## config.mk

```make
export PLATFORM = sky130hd
export DESIGN_NAME = cltrr_ctrl
export DESIGN_NICKNAME = d
export VERILOG_FILES = /design/src/rtl/core/cached_lock_table_revoke_retry_macros.svh /design/src/rtl/core/cltrr_pkg.sv /design/src/rtl/core/cltrr_ctrl.sv
export SDC_FILE = /design/constraint.sdc
export NUM_CORES = 1
export LEC_CHECK = 0
export BUFFER_PORTS_ARGS = -buffer_cell sky130_fd_sc_hd__buf_2
export CORE_AREA = 5 5 42 44
export DETAILED_ROUTE_END_ITERATION = 6
export DIE_AREA = 0 0 47 49
export PLACE_DENSITY_LB_ADDON = 0.05
export SLEW_MARGIN = 10
export SYNTH_ARGS = -nofsm -noshare
export SYNTH_HDL_FRONTEND = slang
export SYNTH_SLANG_ARGS = --single-unit
```

## constraint.sdc

```tcl
create_clock -name clk -period 1.6 [get_ports clk]
set_input_delay 0.16 -clock clk [delete_from_list [all_inputs] [get_ports clk]]
set_output_delay 0.16 -clock clk [all_outputs]
set_load 0.01 [all_outputs]
```

## src/rtl/core/cached_lock_table_revoke_retry_macros.svh

```systemverilog
// Assertion helpers used by the lock table datapath.
// Both expect signals named clk and rst in the enclosing module.
`ifndef CACHED_LOCK_TABLE_REVOKE_RETRY_MACROS_SVH
`define CACHED_LOCK_TABLE_REVOKE_RETRY_MACROS_SVH

// Same-cycle implication.
`define CLTRR_ASSERT_NOW(lbl, ante, cons, msg) \
  lbl: assert property (@(posedge clk) disable iff (rst) (ante) |-> (cons)) \
    else $error(msg);

// Next-cycle implication.
`define CLTRR_ASSERT_NEXT(lbl, ante, cons, msg) \
  lbl: assert property (@(posedge clk) disable iff (rst) (ante) |=> (cons)) \
    else $error(msg);

`endif

```

## src/rtl/core/cltrr_pkg.sv

```systemverilog
`timescale 1ns / 1ps
package cltrr_pkg;

  localparam int LOCK_W         = 8;
  localparam int CLIENT_W       = 4;
  localparam int MAX_MASK_W     = 16;
  localparam int MAX_MEM_DEPTH  = 256;
  localparam int NUM_LOCKS_DEF  = 256;
  localparam int NUM_CLIENTS_DEF = 16;

  typedef enum logic [1:0] {
    KIND_OK          = 2'd0,
    KIND_RETRY_REPLY = 2'd1,
    KIND_REVOKE      = 2'd2,
    KIND_RETRY_MSG   = 2'd3
  } kind_t;

  // controller -> datapath
  typedef struct packed {
    logic accept;  // take request, issue table read
    logic eval;    // table data valid: decide, write back, load plan
    logic emit;    // load next result into output register
  } cmd_t;

  // datapath -> controller
  typedef struct packed {
    logic out_free;   // output register can take a result this cycle
    logic final_now;  // result to be emitted now is the last one
  } sts_t;

endpackage

```

## src/rtl/core/cltrr_ctrl.sv

```systemverilog
`timescale 1ns / 1ps
module cltrr_ctrl (
  input  logic               clk,
  input  logic               rst,
  input  logic               in_valid,
  output logic               in_ready,
  input  cltrr_pkg::sts_t    sts,
  output cltrr_pkg::cmd_t    cmd
);

  typedef enum logic [1:0] {
    S_IDLE,
    S_EVAL,
    S_SEND
  } state_t;

  state_t state;

  assign in_ready   = (state == S_IDLE);
  assign cmd.accept = in_valid && (state == S_IDLE);
  assign cmd.eval   = (state == S_EVAL);
  assign cmd.emit   = (state == S_SEND) && sts.out_free;

  always_ff @(posedge clk) begin
    if (rst) begin
      state <= S_IDLE;
    end else begin
      unique case (state)
        S_IDLE: begin
          if (in_valid) state <= S_EVAL;
        end
        S_EVAL: begin
          state <= S_SEND;
        end
        S_SEND: begin
          if (sts.out_free && sts.final_now) state <= S_IDLE;
        end
        default: state <= S_IDLE;
      endcase
    end
  end

endmodule

```

==> run summary <==
top cell type's share of synthesized area = 41.6%
post-synth net total = 16
Layout area overhead = 85.7%
Final GP Congestion = 0.572
first-pass GRT wire length = 393 µm
worst setup path category = reg2out
final setup vio count = 0
post_cts resized = 0
final hold vios = 0
root buf cell = clkbuf_4
Area after DPL = 156 µm²
Worst setup EP type = output port
Core Util, Final = 12.8%
Clock Skew = 0.00172 ns
clock latency on the worst-skew pair = 0.22 ns
max reg flops = 2
Setup Buffers After CTS = 0
Worst Hold Class = in2reg
final worst path period share = 71.8%
Nets = 29
Worst slew margin = 91.0%
leakage = 0.0929 nW
Seq/Total Area, Yosys = 41.6%
met3 Track Usage GR = 2.21%
average vias per placed instance = 2.87
Largest Register = state
Main synth FF type = dfxtp_1
CTS tree = built
largest net degree at the start of global routing = 4
final slew viol count = 0
Post-Synthesis Cells = 11
adder-cell share of the synthesized area = 0%
synth unique cells = 10
Syn. warnings = 0
Syn Area/Cell = 8.76 µm²
max frequency = 871 MHz
#FFs+latches synth = 2
Max FO, Critical Path = 3
Multi-input gate area = 56.3 µm²
vias in the first global route = 105
FF-to-FF setup slack = 0.75 ns
H-tree depth = 1
Filler Cells Inserted = 182
Die Footprint = 2300 µm²
Synth Area in Compound Gates = 5.19%
vias = 109
grt met2 use = 2.94%
XOR/XNOR Fraction of Synth Area = 0%
largest family of logic cells by synthesized area = simple AND/OR/NAND/NOR gates
Mapped Area = 96.3 µm²
largest registers = state (2)
met1 Track Usage GR = 2.84%
DRC violations left = 0
Hold Buf Count CTS = 0
RSZ-0062 raised after global routing = no
CTS Sinks = 2
status = completed
die width = 47 µm
total negative setup slack = 0 ns
Least-Margin Pin Slew = 0.135 ns
first drt pass iteration count = 2
Worst-path clk slew = 0.03 ns
ANT nets after route = 0
port buffer count = 8
PwrDens = 1090 nW/µm²
Max Buffers Root-to-Sink = 2
Cells after DPL = 35
Most Used Layer, Global Route = met4
Core Region = 1400 µm²
total CTS buffers = 3
io pins = 9
# rows = 14
starting density of the core = 6.87%
post-route cell area = 179 µm²
Die H = 49 µm
asr flop ratio synth = 0%
post-synthesis mux area share = 0%
Post-synth EDFFs = 0
top cells by area, synth = dfxtp_1 42%, and2_4 9.1%, and2b_2 9.1%, and2b_1 7.8%, and2_1 6.5%
CP startpoint kind = flip-flop
WP data arrival = 0.99 ns
largest area contributor in the netlist = dfxtp_1
DPL Wire Length = 246 µm
maxcap violations = 0
Max VDD drop = 0.000262 V
post-synthesis simple-gate area fraction = 53.2%
drt total wl = 278 µm
initial antenna violation count = 0
Seq. cell area = 40.0 µm²
Crit path required time = 1.44 ns
grt total ovfl = 0
share of cells above drive strength 1 = 63.6%
total track usage = 2.88%
non-filler cells, final = 38
# diodes = 0
minimum clock period after layout = 1.15 ns
First DRT Iteration DRCs = 2
count leader, synth = dfxtp_1
DR WL/cell = 7.32 µm
logic make-up after synthesis:
group,after synthesis
AO/OA/AOI/OAI,1
AND/OR/NAND/NOR,8
flip-flops,2
cell type report:
class / instances / share of cell area (%)
tap: 16 / 11.2
multi-input combinational: 9 / 31.5
timing repair buffer: 8 / 22.4
sequential: 2 / 22.4
clock buffer: 3 / 12.6
worst max-delay path, stage by stage (launching register included):
cell	delay [ns]
dfxtp_1	0.34
nor2b_1	0.18
and2_1	0.14
buf_2	0.12
report_power, final:
group / leakage [nW] / internal [mW] / switching (mW)
combinational: 0.0626 / 0.0173 / 0.0139
sequential: 0.0165 / 0.0537 / 0.00255
clock: 0.0138 / 0.0825 / 0.0257
per-stage QoR:
stage,hold slack (ns),setup WS (ns),power [mW]
after floorplan,0.232,0.769,0.0744
after global placement,0.339,0.692,0.0899
after detailed placement,0.342,0.663,0.0896
after CTS,0.107,0.423,0.206
after global routing,0.117,0.347,0.215
final,0.114,0.451,0.196
worst paths after layout:
path	to	startpoint	cells after the start
setup / recovery	cmd[0]	state[1]	3
hold / removal	state[1]	rst	2
setup reg to reg	state[1]	state[1]	3
hold reg to reg	state[1]	state[0]	3
routing by layer:
| layer | wire length, µm | share of wire, % | up-vias |
|---|---|---|---|
| met5 | 0 | 0 | - |
| met4 | 0 | 0 | 0 |
| li1 | - | - | 57 |
| met3 | 53 | 19 | 0 |
| met2 | 125 | 45 | 6 |
| met1 | 99 | 36 | 46 |
placed cells by master, fill, tap and decap left out, drive strengths merged:
cell,n
nor2b,1
clkbuf,3
and2b,2
nor2,2
dfxtp,2
nand2,1
and2,2
buf,8
a21oi,1
Note: power is estimated with default switching activity, not from simulation.
